===== src/hw/rtl/amagc_pkg.sv =====
// Package for the AM envelope detector with AGC.
// Holds register indexes, reset values, op codes, the op program and the
// command and status structs shared by the controller and the datapath.
`default_nettype none
package amagc_pkg;

  localparam int W_BITS    = 17;
  localparam int LVL_BITS  = 16;
  localparam int IDX_BITS  = 3;
  localparam int PC_BITS   = 5;
  localparam int PWR_BITS  = 32;
  localparam int NUM_BITS  = 32;
  localparam int DEN_BITS  = 33;

  localparam logic [W_BITS-1:0] FULL_WEIGHT = 17'd65536;

  localparam logic [IDX_BITS-1:0] REG_AGC_WEIGHT     = 3'd0;
  localparam logic [IDX_BITS-1:0] REG_DC_WEIGHT      = 3'd1;
  localparam logic [IDX_BITS-1:0] REG_POWER_WEIGHT   = 3'd2;
  localparam logic [IDX_BITS-1:0] REG_CARRIER_LEVEL  = 3'd3;
  localparam logic [IDX_BITS-1:0] REG_SIDEBAND_LEVEL = 3'd4;
  localparam logic [IDX_BITS-1:0] REG_KNEE           = 3'd5;

  localparam logic [W_BITS-1:0]   RST_AGC_WEIGHT     = 17'd13;
  localparam logic [W_BITS-1:0]   RST_DC_WEIGHT      = 17'd655;
  localparam logic [W_BITS-1:0]   RST_POWER_WEIGHT   = 17'd13;
  localparam logic [LVL_BITS-1:0] RST_CARRIER_LEVEL  = 16'd8000;
  localparam logic [LVL_BITS-1:0] RST_SIDEBAND_LEVEL = 16'd6553;
  localparam logic [LVL_BITS-1:0] RST_KNEE           = 16'd50;
  localparam logic [PWR_BITS-1:0] RST_POWER          = 32'd65536;

  typedef enum logic [4:0] {
    OP_CA_MUL, OP_CA_MAC, OP_CA_WR,
    OP_DC_MUL, OP_DC_MAC, OP_DC_WR,
    OP_DIFF, OP_ABS, OP_SQ, OP_SQ_SAT,
    OP_PW_MUL, OP_PW_MAC, OP_PW_WR,
    OP_DIV_N, OP_NEWT,
    OP_DIV_DC, OP_GDC, OP_DIV_AC, OP_GAC,
    OP_SCALE, OP_MUL, OP_SAT
  } op_t;

  typedef struct packed {
    op_t  op;
    logic exec;
    logic load;
    logic load_out;
  } cmd_t;

  typedef struct packed {
    logic div_done;
  } status_t;

  function automatic logic is_div(input op_t op);
    return (op == OP_DIV_N) || (op == OP_DIV_DC) || (op == OP_DIV_AC);
  endfunction

  function automatic op_t op_at(input logic [PC_BITS-1:0] pc);
    op_t op;
    unique case (pc)
      5'd0:  op = OP_CA_MUL;
      5'd1:  op = OP_CA_MAC;
      5'd2:  op = OP_CA_WR;
      5'd3:  op = OP_DC_MUL;
      5'd4:  op = OP_DC_MAC;
      5'd5:  op = OP_DC_WR;
      5'd6:  op = OP_DIFF;
      5'd7:  op = OP_ABS;
      5'd8:  op = OP_SQ;
      5'd9:  op = OP_SQ_SAT;
      5'd10: op = OP_PW_MUL;
      5'd11: op = OP_PW_MAC;
      5'd12: op = OP_PW_WR;
      5'd13: op = OP_DIV_N;
      5'd14: op = OP_NEWT;
      5'd15: op = OP_DIV_N;
      5'd16: op = OP_NEWT;
      5'd17: op = OP_DIV_N;
      5'd18: op = OP_NEWT;
      5'd19: op = OP_DIV_N;
      5'd20: op = OP_NEWT;
      5'd21: op = OP_DIV_DC;
      5'd22: op = OP_GDC;
      5'd23: op = OP_DIV_AC;
      5'd24: op = OP_GAC;
      5'd25: op = OP_SCALE;
      5'd26: op = OP_MUL;
      default: op = OP_SAT;
    endcase
    return op;
  endfunction

endpackage
`default_nettype wire


===== src/hw/rtl/amagc_in_if.sv =====
// Input channel: one complex baseband item (I and Q).
// Depends on nothing.
`default_nettype none
interface amagc_in_if #(parameter int SAMPLE_BITS = 16);
  logic                          valid;
  logic                          ready;
  logic signed [SAMPLE_BITS-1:0] i_sample;
  logic signed [SAMPLE_BITS-1:0] q_sample;
  modport source (output valid, output i_sample, output q_sample, input ready);
  modport sink   (input valid, input i_sample, input q_sample, output ready);
endinterface
`default_nettype wire


===== src/hw/rtl/amagc_out_if.sv =====
// Output channel: one audio item and its clip flag.
// Depends on nothing.
`default_nettype none
interface amagc_out_if #(parameter int SAMPLE_BITS = 16);
  logic                          valid;
  logic                          ready;
  logic signed [SAMPLE_BITS-1:0] audio_sample;
  logic                          clipped;
  modport source (output valid, output audio_sample, output clipped, input ready);
  modport sink   (input valid, input audio_sample, input clipped, output ready);
endinterface
`default_nettype wire


===== src/hw/rtl/amagc_div.sv =====
// Restoring radix-2 divider, one quotient bit per cycle.
// Depends on amagc_pkg.
`default_nettype none
module amagc_div
  import amagc_pkg::*;
(
  input  wire logic                clk,
  input  wire logic                rst,
  input  wire logic                start,
  input  wire logic [NUM_BITS-1:0] num,
  input  wire logic [DEN_BITS-1:0] den,
  output logic      [NUM_BITS-1:0] quo,
  output logic                     done
);
  localparam int CNT_BITS = $clog2(NUM_BITS + 1);

  logic [CNT_BITS-1:0] cnt;
  logic                busy;
  logic [DEN_BITS-1:0] rem;
  logic [DEN_BITS-1:0] dreg;
  logic [DEN_BITS:0]   trial;
  logic                fits;

  assign trial = {rem, quo[NUM_BITS-1]};
  assign fits  = trial >= {1'b0, dreg};

  always_ff @(posedge clk) begin
    if (rst) begin
      busy <= 1'b0;
      done <= 1'b0;
      cnt  <= '0;
    end else begin
      done <= 1'b0;
      if (start) begin
        busy <= 1'b1;
        cnt  <= CNT_BITS'(NUM_BITS);
      end else if (busy) begin
        cnt <= cnt - 1'b1;
        if (cnt == CNT_BITS'(1)) begin
          busy <= 1'b0;
          done <= 1'b1;
        end
      end
    end
  end

  always_ff @(posedge clk) begin
    if (start) begin
      quo  <= num;
      rem  <= '0;
      dreg <= den;
    end else if (busy) begin
      rem <= fits ? DEN_BITS'(trial - {1'b0, dreg}) : trial[DEN_BITS-1:0];
      quo <= {quo[NUM_BITS-2:0], fits};
    end
  end
endmodule
`default_nettype wire


===== src/hw/rtl/amagc_ctrl.sv =====
// Controller: steps through the op program, waits on the divider and
// hands finished items to the output register. Depends on amagc_pkg.
`default_nettype none
module amagc_ctrl
  import amagc_pkg::*;
(
  input  wire logic    clk,
  input  wire logic    rst,
  input  wire logic    in_valid,
  output logic         in_ready,
  output logic         out_valid,
  input  wire logic    out_ready,
  output cmd_t         cmd,
  input  wire status_t status
);
  typedef enum logic [2:0] {
    ST_IDLE = 3'b001,
    ST_RUN  = 3'b010,
    ST_WAIT = 3'b100
  } state_t;

  state_t               state, state_next;
  logic [PC_BITS-1:0]   pc, pc_next;
  logic                 out_valid_next;
  op_t                  op;

  assign op       = op_at(pc);
  assign in_ready = (state == ST_IDLE);

  always_comb begin
    state_next     = state;
    pc_next        = pc;
    out_valid_next = out_valid && !out_ready;
    cmd.op         = op;
    cmd.exec       = 1'b0;
    cmd.load       = 1'b0;
    cmd.load_out   = 1'b0;
    unique case (state)
      ST_IDLE: begin
        if (in_valid) begin
          cmd.load   = 1'b1;
          pc_next    = '0;
          state_next = ST_RUN;
        end
      end
      ST_RUN: begin
        if (op == OP_SAT) begin
          if (!out_valid || out_ready) begin
            cmd.load_out   = 1'b1;
            out_valid_next = 1'b1;
            state_next     = ST_IDLE;
          end
        end else begin
          cmd.exec = 1'b1;
          if (is_div(op)) begin
            state_next = ST_WAIT;
          end else begin
            pc_next = pc + 1'b1;
          end
        end
      end
      ST_WAIT: begin
        if (status.div_done) begin
          pc_next    = pc + 1'b1;
          state_next = ST_RUN;
        end
      end
      default: state_next = ST_IDLE;
    endcase
  end

  always_ff @(posedge clk) begin
    if (rst) begin
      state     <= ST_IDLE;
      pc        <= '0;
      out_valid <= 1'b0;
    end else begin
      state     <= state_next;
      pc        <= pc_next;
      out_valid <= out_valid_next;
    end
  end
endmodule
`default_nettype wire


===== src/hw/rtl/amagc_dp.sv =====
// Datapath: config registers, filter state, shared multiplier, divider,
// and the output register. Depends on amagc_pkg and amagc_div.
`default_nettype none
module amagc_dp
  import amagc_pkg::*;
#(
  parameter int SAMPLE_BITS = 16
) (
  input  wire logic                          clk,
  input  wire logic                          rst,
  input  wire logic                          cfg_we,
  input  wire logic [IDX_BITS-1:0]           cfg_index,
  input  wire logic [W_BITS-1:0]             cfg_data,
  input  wire logic signed [SAMPLE_BITS-1:0] i_sample,
  input  wire logic signed [SAMPLE_BITS-1:0] q_sample,
  output logic signed [SAMPLE_BITS-1:0]      audio_sample,
  output logic                               clipped,
  input  wire cmd_t                          cmd,
  output status_t                            status
);
  localparam int CW = (SAMPLE_BITS + 1 > W_BITS) ? SAMPLE_BITS + 1 : W_BITS;
  localparam int MA = 34;
  localparam int MB = CW + 2;
  localparam int AW = MA + MB;
  localparam logic signed [AW-1:0] OUT_HI = AW'((64'sd1 <<< (SAMPLE_BITS - 1)) - 1);
  localparam logic signed [AW-1:0] OUT_LO = -OUT_HI - AW'(1);

  logic [W_BITS-1:0]   agc_w, dc_w, pw_w;
  logic [LVL_BITS-1:0] clev, slev, knee;

  logic [CW-1:0]          mag, carrier, dcav, vabs;
  logic signed [CW:0]     v, vs;
  logic [PWR_BITS-1:0]    power, sq, g;
  logic [LVL_BITS-1:0]    gdc, gac, gain;
  logic signed [AW-1:0]   acc;

  logic [SAMPLE_BITS-1:0] ai, aq;
  logic [SAMPLE_BITS:0]   mag_in;
  logic [W_BITS-1:0]      ka, kd, kp;
  logic signed [MA-1:0]   ma;
  logic signed [MB-1:0]   mb;
  logic signed [AW-1:0]   prod;
  logic [AW-1:0]          shifted;
  logic [PWR_BITS-1:0]    pw_sat;
  logic [LVL_BITS-1:0]    gmin;
  logic                   div_start;
  logic [NUM_BITS-1:0]    div_num, quo;
  logic [DEN_BITS-1:0]    div_den, den_raw;
  logic [PWR_BITS:0]      newt_sum;

  always_comb begin
    ai = i_sample[SAMPLE_BITS-1] ? SAMPLE_BITS'(-i_sample) : i_sample;
    aq = q_sample[SAMPLE_BITS-1] ? SAMPLE_BITS'(-q_sample) : q_sample;
    mag_in = (ai > aq) ? ({1'b0, ai} + {3'b0, aq[SAMPLE_BITS-1:2]})
                       : ({1'b0, aq} + {3'b0, ai[SAMPLE_BITS-1:2]});
  end

  assign ka = (agc_w > FULL_WEIGHT) ? FULL_WEIGHT : agc_w;
  assign kd = (dc_w > FULL_WEIGHT) ? FULL_WEIGHT : dc_w;
  assign kp = (pw_w > FULL_WEIGHT) ? FULL_WEIGHT : pw_w;

  always_comb begin
    ma = '0;
    mb = '0;
    unique case (cmd.op)
      OP_CA_MUL: begin ma = MA'(ka); mb = MB'(mag); end
      OP_CA_MAC: begin ma = MA'(FULL_WEIGHT - ka); mb = MB'(carrier); end
      OP_DC_MUL: begin ma = MA'(kd); mb = MB'(mag); end
      OP_DC_MAC: begin ma = MA'(FULL_WEIGHT - kd); mb = MB'(dcav); end
      OP_SQ:     begin ma = MA'(vabs); mb = MB'(vabs); end
      OP_PW_MUL: begin ma = MA'(sq); mb = MB'(kp); end
      OP_PW_MAC: begin ma = MA'(power); mb = MB'(FULL_WEIGHT - kp); end
      OP_MUL:    begin ma = MA'(gain); mb = MB'(vs); end
      default: ;
    endcase
  end

  assign prod     = AW'(ma) * AW'(mb);
  assign shifted  = acc >>> 16;
  assign pw_sat   = (shifted > AW'(32'hFFFF_FFFF)) ? 32'hFFFF_FFFF : shifted[PWR_BITS-1:0];
  assign gmin     = (gac < gdc) ? gac : gdc;
  assign newt_sum = {1'b0, g} + {1'b0, quo};

  always_comb begin
    div_num = '0;
    den_raw = '0;
    unique case (cmd.op)
      OP_DIV_N:  begin div_num = power; den_raw = DEN_BITS'(g); end
      OP_DIV_DC: begin
        div_num = NUM_BITS'(clev);
        den_raw = DEN_BITS'(carrier) + DEN_BITS'(knee);
      end
      OP_DIV_AC: begin
        div_num = NUM_BITS'(slev);
        den_raw = DEN_BITS'(g) + DEN_BITS'(knee);
      end
      default: ;
    endcase
    div_den   = (den_raw == '0) ? DEN_BITS'(1) : den_raw;
    div_start = cmd.exec && is_div(cmd.op);
  end

  amagc_div u_div (
    .clk   (clk),
    .rst   (rst),
    .start (div_start),
    .num   (div_num),
    .den   (div_den),
    .quo   (quo),
    .done  (status.div_done)
  );

  always_ff @(posedge clk) begin
    if (rst) begin
      agc_w <= RST_AGC_WEIGHT;
      dc_w  <= RST_DC_WEIGHT;
      pw_w  <= RST_POWER_WEIGHT;
      clev  <= RST_CARRIER_LEVEL;
      slev  <= RST_SIDEBAND_LEVEL;
      knee  <= RST_KNEE;
    end else if (cfg_we) begin
      unique case (cfg_index)
        REG_AGC_WEIGHT:     agc_w <= cfg_data;
        REG_DC_WEIGHT:      dc_w  <= cfg_data;
        REG_POWER_WEIGHT:   pw_w  <= cfg_data;
        REG_CARRIER_LEVEL:  clev  <= cfg_data[LVL_BITS-1:0];
        REG_SIDEBAND_LEVEL: slev  <= cfg_data[LVL_BITS-1:0];
        REG_KNEE:           knee  <= cfg_data[LVL_BITS-1:0];
        default: ;
      endcase
    end
  end

  always_ff @(posedge clk) begin
    if (rst) begin
      carrier <= CW'(FULL_WEIGHT);
      dcav    <= CW'(FULL_WEIGHT);
      power   <= RST_POWER;
    end else if (cmd.exec) begin
      unique case (cmd.op)
        OP_CA_WR: carrier <= shifted[CW-1:0];
        OP_DC_WR: dcav    <= shifted[CW-1:0];
        OP_PW_WR: power   <= pw_sat;
        default: ;
      endcase
    end
  end

  always_ff @(posedge clk) begin
    if (cmd.load) mag <= CW'(mag_in);
    if (cmd.exec) begin
      unique case (cmd.op)
        OP_CA_MUL, OP_DC_MUL, OP_SQ, OP_PW_MUL, OP_MUL: acc <= prod;
        OP_CA_MAC, OP_DC_MAC, OP_PW_MAC:                acc <= acc + prod;
        OP_DIFF:   v    <= $signed({1'b0, mag}) - $signed({1'b0, dcav});
        OP_ABS:    vabs <= v[CW] ? CW'(-v) : v[CW-1:0];
        OP_SQ_SAT: sq   <= (acc > AW'(32'hFFFF_FFFF)) ? 32'hFFFF_FFFF : acc[PWR_BITS-1:0];
        OP_PW_WR:  g    <= pw_sat >> 3;
        OP_NEWT:   g    <= (g == '0) ? '0 : newt_sum[PWR_BITS:1];
        OP_GDC:    gdc  <= quo[LVL_BITS-1:0];
        OP_GAC:    gac  <= quo[LVL_BITS-1:0];
        OP_SCALE: begin
          if (gmin == '0) begin
            gain <= LVL_BITS'(1);
            vs   <= v >>> 1;
          end else begin
            gain <= gmin;
            vs   <= v;
          end
        end
        default: ;
      endcase
    end
    if (cmd.load_out) begin
      if (acc > OUT_HI) begin
        audio_sample <= OUT_HI[SAMPLE_BITS-1:0];
        clipped      <= 1'b1;
      end else if (acc < OUT_LO) begin
        audio_sample <= OUT_LO[SAMPLE_BITS-1:0];
        clipped      <= 1'b1;
      end else begin
        audio_sample <= acc[SAMPLE_BITS-1:0];
        clipped      <= 1'b0;
      end
    end
  end
endmodule
`default_nettype wire


===== src/hw/rtl/am_envelope_agc_demodulator_core.sv =====
// AM envelope detector with AGC, one item in flight at a time.
// Each item runs the op program: 21 ops around one shared multiplier, six
// divisions on one serial divider (four Newton steps, two gains) and one
// saturation step. A new item is accepted only in idle, once the last one has
// gone to the output register; a waiting result stalls the saturation step.
// The output register lets the next item start while a result waits.
// Synchronous active-high reset restores config registers and filter state.
`default_nettype none
module am_envelope_agc_demodulator_core
  import amagc_pkg::*;
#(
  parameter int SAMPLE_BITS = 16
) (
  input  wire logic                clk,
  input  wire logic                rst,
  amagc_in_if.sink                 in_ch,
  amagc_out_if.source              out_ch,
  input  wire logic                cfg_we,
  input  wire logic [IDX_BITS-1:0] cfg_index,
  input  wire logic [W_BITS-1:0]   cfg_data
);
  cmd_t    cmd;
  status_t status;

  amagc_ctrl u_ctrl (
    .clk       (clk),
    .rst       (rst),
    .in_valid  (in_ch.valid),
    .in_ready  (in_ch.ready),
    .out_valid (out_ch.valid),
    .out_ready (out_ch.ready),
    .cmd       (cmd),
    .status    (status)
  );

  amagc_dp #(.SAMPLE_BITS(SAMPLE_BITS)) u_dp (
    .clk          (clk),
    .rst          (rst),
    .cfg_we       (cfg_we),
    .cfg_index    (cfg_index),
    .cfg_data     (cfg_data),
    .i_sample     (in_ch.i_sample),
    .q_sample     (in_ch.q_sample),
    .audio_sample (out_ch.audio_sample),
    .clipped      (out_ch.clipped),
    .cmd          (cmd),
    .status       (status)
  );
endmodule
`default_nettype wire

===== src/flat_wrapper.sv =====
// flat-port wrapper written by rule: the top's interface ports become plain ports
module am_envelope_agc_demodulator_core_flat import amagc_pkg::*;
#(
  parameter int SAMPLE_BITS = 16
)
  (clk, rst, cfg_we, cfg_index, cfg_data, in_ch_valid, in_ch_i_sample, in_ch_q_sample, in_ch_ready, out_ch_valid, out_ch_audio_sample, out_ch_clipped, out_ch_ready);
  amagc_in_if #(.SAMPLE_BITS(SAMPLE_BITS)) in_ch_i ();
  amagc_out_if #(.SAMPLE_BITS(SAMPLE_BITS)) out_ch_i ();
  input  wire logic clk;
  input  wire logic rst;
  input  wire logic cfg_we;
  input  wire logic [IDX_BITS-1:0] cfg_index;
  input  wire logic [W_BITS-1:0] cfg_data;
  input wire logic [$bits(in_ch_i.valid)-1:0] in_ch_valid;
  input wire logic [$bits(in_ch_i.i_sample)-1:0] in_ch_i_sample;
  input wire logic [$bits(in_ch_i.q_sample)-1:0] in_ch_q_sample;
  output wire logic [$bits(in_ch_i.ready)-1:0] in_ch_ready;
  output wire logic [$bits(out_ch_i.valid)-1:0] out_ch_valid;
  output wire logic [$bits(out_ch_i.audio_sample)-1:0] out_ch_audio_sample;
  output wire logic [$bits(out_ch_i.clipped)-1:0] out_ch_clipped;
  input wire logic [$bits(out_ch_i.ready)-1:0] out_ch_ready;
  assign in_ch_i.valid = in_ch_valid;
  assign in_ch_i.i_sample = in_ch_i_sample;
  assign in_ch_i.q_sample = in_ch_q_sample;
  assign in_ch_ready = in_ch_i.ready;
  assign out_ch_valid = out_ch_i.valid;
  assign out_ch_audio_sample = out_ch_i.audio_sample;
  assign out_ch_clipped = out_ch_i.clipped;
  assign out_ch_i.ready = out_ch_ready;
  am_envelope_agc_demodulator_core #(.SAMPLE_BITS(SAMPLE_BITS)) u_core (.clk(clk), .rst(rst), .in_ch(in_ch_i), .out_ch(out_ch_i), .cfg_we(cfg_we), .cfg_index(cfg_index), .cfg_data(cfg_data));
endmodule

===== config.mk =====
export PLATFORM = sky130hd
export DESIGN_NAME = am_envelope_agc_demodulator_core_flat
export DESIGN_NICKNAME = d
export VERILOG_FILES = /design/src/hw/rtl/amagc_pkg.sv /design/src/hw/rtl/amagc_in_if.sv /design/src/hw/rtl/amagc_out_if.sv /design/src/hw/rtl/amagc_div.sv /design/src/hw/rtl/amagc_ctrl.sv /design/src/hw/rtl/amagc_dp.sv /design/src/hw/rtl/am_envelope_agc_demodulator_core.sv /design/src/flat_wrapper.sv
export SDC_FILE = /design/constraint.sdc
export NUM_CORES = 2
export LEC_CHECK = 0
export ABC_AREA = 0
export BUFFER_PORTS_ARGS = -buffer_cell sky130_fd_sc_hd__buf_4
export CAP_MARGIN = 0
export CORE_MARGIN = 2
export CORE_UTILIZATION = 30
export DETAILED_ROUTE_END_ITERATION = 6
export PLACE_DENSITY_LB_ADDON = 0.08
export SYNTH_ARGS = -nofsm -noshare
export SYNTH_HDL_FRONTEND = slang
export SYNTH_HIERARCHICAL = 1
export SYNTH_SLANG_ARGS = --single-unit

===== constraint.sdc =====
create_clock -name clk -period 21.8 [get_ports clk]
set_clock_uncertainty 0.15 [all_clocks]
set_input_delay 1.09 -clock clk [delete_from_list [all_inputs] [get_ports clk]]
set_output_delay 1.09 -clock clk [all_outputs]
set_load 0.01 [all_outputs]

Word level (Yosys, flattened, before mapping)
Memories as Yosys holds them, arrays and structs flattened. A register that Yosys moved wholly into a read port is not among the register bits.
Index checks and enable logic that the tools add are counted.
{ "word_totals": {"ff_bits": 532, "mem_bits_ro": 160, "in_bits": 57, "out_inout_bits": 19, "word_cells": 187, "memories": 1} }
{ "op_classes": {"n_addsub": 16, "n_mul": 1, "n_lt_le_gt_ge": 10, "n_eq_ne": 36, "mux": 51, "n_bitwise": 1, "n_reduce_logical": 40} }
{ "memory_table": {"columns": ["name", "words", "width", "rd", "rd_clocked_by_memory_dff", "write_ports", "line_no", "text"], "rows": [
  ["(name not given)", 32, 5, 1, 1, 0, "amagc_pkg.sv:59", "unique case (pc)"]
]} }
{ "ops": {"columns": ["cell", "n"], "rows": [
  ["one-hot mux 34 bit (8 select lines)", 1],
  ["one-hot mux 19 bit (7 select lines)", 1],
  ["two-way mux 32 bit", 4],
  ["greater-than comparator 53 x 32 -> 1 bit (second input constant)", 2],
  ["one-hot mux 53 bit (2 select lines)", 1],
  ["two-way mux 17 bit", 6],
  ["one-hot mux 33 bit (3 select lines)", 1],
  ["one-hot mux 32 bit (3 select lines)", 1],
  ["two-way mux 16 bit", 4],
  ["one-hot mux 32 bit (2 select lines)", 1],
  ["subtractor 17 x 17 -> 18 bit (first input constant)", 3],
  ["adder 53 bit", 1],
  ["greater-than comparator 53 x 16 -> 1 bit (second input constant)", 1],
  ["less-than comparator 53 x 16 -> 1 bit (second input constant)", 1],
  ["multiplier 34 x 19 -> 53 bit", 1],
  ["greater-than comparator 17 bit (second input constant)", 3],
  ["equality test 5 x 4 -> 1 bit (second input constant)", 8],
  ["adder 16 x 14 -> 17 bit", 2],
  ["greater-or-equal comparator 34 x 33 -> 1 bit", 1],
  ["AND reduction 2 bit", 17],
  ["adder 32 x 16 -> 33 bit", 1],
  ["adder 32 x 32 -> 33 bit", 1],
  ["zero test 33 bit", 1],
  ["two-way mux 33 bit", 1],
  ["other kinds (40)", 91]
]} }

Depth between registers and ports, before layout
{ "depth": {"depth_word": 8, "ltp_mapped": 51, "mapped_depth_nobuf": 48} }

By module
The synthesis kept the hierarchy.
{ "by_module_without_submodules": {"columns": ["mod", "instances", "cells_each", "area_per_inst_um2", "seq_area_each_um2"], "rows": [
  ["amagc_dp", 1, 5748, 50509.7, 10870.4],
  ["amagc_div", 1, 579, 6023.3, 2772.7],
  ["amagc_ctrl", 1, 104, 858.3, 280.3]
]} }

Worst setup path before layout
OpenSTA, ideal clock, no wires.
{ "synth_timing": {"path_type": "reg-to-reg", "startpoint": "reg u_core.u_dp.pw_w[2]", "endpoint": "reg u_core.u_dp.acc[42], data pin", "setup_ns": 0.260, "arrival_ns": 11.058, "t_required_ns": 21.390, "setup_slack_ns": 10.332, "path_stages_with_launch": 46, "path_buffers": 2, "period_less_slack_ns": 11.468, "cell_sequence": "dfxtp_1 > or3_4 > nor2_2 > or4b_4 > nor3_4 > nand3b_2 > and2_4 > nor3_4 > nand2_1 > nand3_1 > buf_2 > nand2_1 > fa_1 > inv_1 > fa_1 > inv_1 > fa_1 > inv_1 > [10 not listed] > a311oi_2 > o22ai_1 > o41a_1 > a221oi_1 > xnor2_1 > ha_1 > buf_2 > nand4_1 > nor2_1 > and2_1 > a22o_1 > a21o_1 > o31ai_1 > o21bai_1 > a221o_1 > a21o_1 > xor2_1 > mux2_2"} }
{ "synth_between": {"elab_chain_len": 7} }
{ "synth_lines": {"columns": ["item", "line_no", "text"], "rows": [
  ["from (decl)", "amagc_dp.sv:28", "logic [W_BITS-1:0] agc_w, dc_w, pw_w;"],
  ["from (signal assigned)", "amagc_dp.sv:125", "REG_POWER_WEIGHT: pw_w <= cfg_data;"],
  ["greater-than comparator 17 bit", "amagc_dp.sv:60", "assign kp = (pw_w > FULL_WEIGHT) ? FULL_WEIGHT : pw_w;"],
  ["two-way mux 17 bit (*)", "amagc_dp.sv:60", null],
  ["subtractor 17 x 17 -> 18 bit", "amagc_dp.sv:72", "OP_PW_MAC: begin ma = MA'(power); mb = MB'(FULL_WEIGHT - kp); end"],
  ["one-hot mux 19 bit (7 select lines) (*)", "amagc_dp.sv:65", "unique case (cmd.op)"],
  ["multiplier 34 x 19 -> 53 bit (*)", "amagc_dp.sv:78", "assign prod = AW'(ma) * AW'(mb);"],
  ["adder 53 bit", "amagc_dp.sv:154", "OP_CA_MAC, OP_DC_MAC, OP_PW_MAC: acc <= acc + prod;"],
  ["one-hot mux 53 bit (2 select lines) (*)", "amagc_dp.sv:152", "unique case (cmd.op)"],
  ["to (signal assigned)", "amagc_dp.sv:153", "OP_CA_MUL, OP_DC_MUL, OP_SQ, OP_PW_MUL, OP_MUL: acc <= prod;"],
  ["to (signal assigned)", "amagc_dp.sv:154", null],
  ["to (decl)", "amagc_dp.sv:35", "logic signed [AW-1:0] acc;"]
]} }
Mark *: on every way between the ends. The rest lies on a longest branch, timed or not.
A chain may end at the register's enable or synchronous reset.

Worst setup path in the final report
{ "layout_timing": {"startpoint": "reg, netlist name u_core/u_ctrl/op[0]", "endpoint": "reg u_core.u_dp.acc[51], data pin"} }
{ "layout_between": {"elab_chain_len": 6, "elab_cells_between_ends": 16, "cone_classes": "add/sub (1); mul (1); eq/ne (7); mux (3); reduce/logical (4)"} }
{ "layout_lines": {"columns": ["item", "line_no"], "rows": [
  ["equality test 5 x 2 -> 1 bit / zero test 5 bit (equally long branches)", "amagc_dp.sv:65, amagc_dp.sv:152"],
  ["OR reduction 2 bit (no source line)", null],
  ["one-hot mux 19 bit (7 select lines)", "amagc_dp.sv:65"],
  ["multiplier 34 x 19 -> 53 bit", "amagc_dp.sv:78"],
  ["adder 53 bit", "amagc_dp.sv:154"],
  ["one-hot mux 53 bit (2 select lines) (*)", "amagc_dp.sv:152"]
]} }
Marked as above.

==> metrics <==
Pre-Repair DR Iteration Count 7; Routed Antenna Nets 0; GP Congestion 0.937; number of buffers added on ports 75; Initial Utilization 30.2%; crit-path most repeated cell fa_1; M1 GR Usage 33.1%; final instance area 0.0634 sq mm; CP max FO 29; Layout Cells excl Fill 9003; CTS tree built; CTS Buffer Depth 3; Iteration-0 DRC Markers 3783; Slew HR 11.1%; FP Rows 160; Clock transition at path regs 0.07 ns; final net count 7499; DP Area 0.0611 sq mm; register area share after synthesis 24.3%; Vias 46800; top post-synthesis cells by area fa_1 22%, edfxtp_1 17%, ha_1 8.3%; Resize count post-CTS 0; Via density 5.20; CP Capture Type flop; die width 441 um; DIE AREA 0.195 sq mm; Seq cells post-synth 537; Clock Tree Root clkbuf_16; status finished, final reports clean; Boundary Pins 76; Synth top area share 21.7%; critical path class reg2reg; CP Launch Type flop; setup violators final 0; Peak Freq 73.5 MHz; first-pass GRT wire length 329 mm; Placed Cells 8881; Num Clock Sinks 537; post-synth cell types 114; Mapped Cells 6431; Die H 441 um; Setup TNS 0 ns; CP max stage delay 0.57 ns; layout cells sized above 1 7.64%; Post-synth EDFFs 317; Yosys top cell by area fa_1; Hold Buf Count CTS 0; Least-Margin Pin Slew 1.33 ns; Synth top cells by count 900 x nand2_1, 777 x inv_1, 621 x fa_1; Cell Area, Synth 0.0574 sq mm; final slew viol count 0; CP max-delay cell fa_1; dpl hpwl 172 mm; residual DRC count 0; met3 Use GR 3.13%; area delta synth->final 10.4%; synthesized area per cell 8.92 sq um; Max Cap Viol 0; synth warn 6; GR Overflow Total 0; min-delay worst type reg2reg; final hold violations 0; core region area 0.190 sq mm; asr flop ratio synth 0%; RSZ-0062 raised after global routing no; postcts setup bufs 0; global routing's busiest layer met2; Final Cycle Share 62.4%; dominant synthesized flop cell edfxtp_1; vias in the first global route 47400; worst-skew pair later-pin latency 0.66 ns; DRT Wirelength 222 mm; H-Tree Depth 3; CTS buffer count 66; critical path data arrival time 13.95 ns; WP data required 22.15 ns; WL/cell 24.7 um; largest net degree at the start of global routing 78; crit path time final 13.60 ns; GRT Overall Usage 22.9%; most frequent cell after synthesis nand2_1; antenna violations before repair 9; met2 Use GR 36.3%
## metrics by stage
stage,setup slack (ns),hold WS (ns),util [%]
2_1_floorplan,10.33,0.274,-
3_3_place_gp,8.50,0.292,32.1
3_5_place_dp,8.35,0.297,32.1
4_1_cts,8.30,0.306,33.3
5_1_grt,7.46,0.327,33.3
6_report,8.20,0.305,33.3
## placed cells by master, fill, tap and decap left out, types with 38 or more instances in the layout
| cell | n |
|---|---|
| a31oi_1 | 52 |
| nor2_1 | 497 |
| a22oi_1 | 38 |
| edfxtp_1 | 317 |
| mux2_2 | 74 |
| clkbuf_16 | 68 |
| nor3_1 | 68 |
| o22ai_1 | 45 |
| nand2_1 | 900 |
| inv_1 | 777 |
| a21oi_1 | 377 |
| conb_1 | 60 |
| and2_1 | 69 |
| buf_4 | 176 |
| nand2b_1 | 100 |
| nand3_1 | 83 |
| xnor2_1 | 168 |
| nor4_1 | 39 |
| ha_1 | 383 |
| a211oi_1 | 75 |
| or3_1 | 38 |
| o21ai_0 | 219 |
| a21o_1 | 112 |
| xor2_1 | 101 |
| nand4_1 | 62 |
| fa_1 | 621 |
| o21a_1 | 46 |
| nor2b_1 | 77 |
| dfxtp_1 | 219 |
## cell families (layout without fill, tap and decap cells)
group | Yosys count | count (layout) | share of synthesized area, %
xor gates and xnor gates | 269 | 269 | 4.11
muxes | 110 | 110 | 2.09
adders and majority gates | 1004 | 1004 | 30.0
AOI/OAI and AO/OA | 1311 | 1311 | 15.2
other | 2 | 61 | 0.0131
buffers and inverters | 1073 | 1075 | 7.25
and+or+nand+nor | 2125 | 2125 | 17.1
DFF | 537 | 537 | 24.3
## path summary, 6_finish.rpt
| check | startpoint | endpoint | slack [ns] | cells past startpoint |
|---|---|---|---|---|
| setup / recovery | u_core/u_ctrl/op[0] | u_core/u_dp/acc[51] | 8.20 | 41 |
| hold / removal | u_core/u_dp/clev[15] | u_core/u_dp/clev[15] | 0.31 | 2 |
| setup reg to reg | u_core/u_ctrl/op[0] | u_core/u_dp/acc[51] | 8.20 | 41 |
| hold reg to reg | u_core/u_dp/clev[15] | u_core/u_dp/clev[15] | 0.31 | 2 |
## registers in the layout, summed over array words and instances (netlist names), 17 cells and up
signal / flops
u_core/u_dp/u_div/dreg: 33
u_core/u_dp/u_div/rem: 33
u_core/u_dp/power: 32
u_core/u_dp/u_div/quo: 32
u_core/u_dp/v: 18
u_core/u_dp/mag: 17
u_core/u_dp/g: 32
u_core/u_dp/dc_w: 17
u_core/u_dp/acc: 53
u_core/u_dp/sq: 32
u_core/u_dp/dcav: 17
u_core/u_dp/vabs: 17
u_core/u_dp/vs: 18
u_core/u_dp/carrier: 17
u_core/u_dp/agc_w: 17
u_core/u_dp/pw_w: 17
## routing by layer
| metal | part of all wire (%) | up-vias |
|---|---|---|
| li1 | - | 21800 |
| met4 | 2.3 | 0 |
| met5 | 0 | - |
| met3 | 5.6 | 211 |
| met2 | 45 | 1375 |
| met1 | 47 | 23500 |
## area by class of cell
| cell class | instances | area (sq um) |
|---|---|---|
| inverters | 777 | 2920 |
| clock buffers | 86 | 1840 |
| clock inverters | 35 | 459 |
| multi-input cells | 4879 | 39800 |
| well taps | 2511 | 3140 |
| flip-flops and latches | 537 | 13900 |
| repair buffers | 177 | 1330 |
| fillers | 19900 | 127000 |
| diodes | 1 | 2.50 |
## worst max-delay path, delay by kind of cell (launching register included)
kind                     cells  cell delay (ns)
adder cells (fa/ha/maj)      9             4.68
AND/OR/NAND/NOR              9             2.33
flip-flops                   1             0.30
buffers and inverters        6             1.25
AO/OA/AOI/OAI               15             4.33
XOR/XNOR                     2             0.37
Power is not shown: default switching activity piles up to over one toggle a cycle in this logic, so the estimate is an artifact.
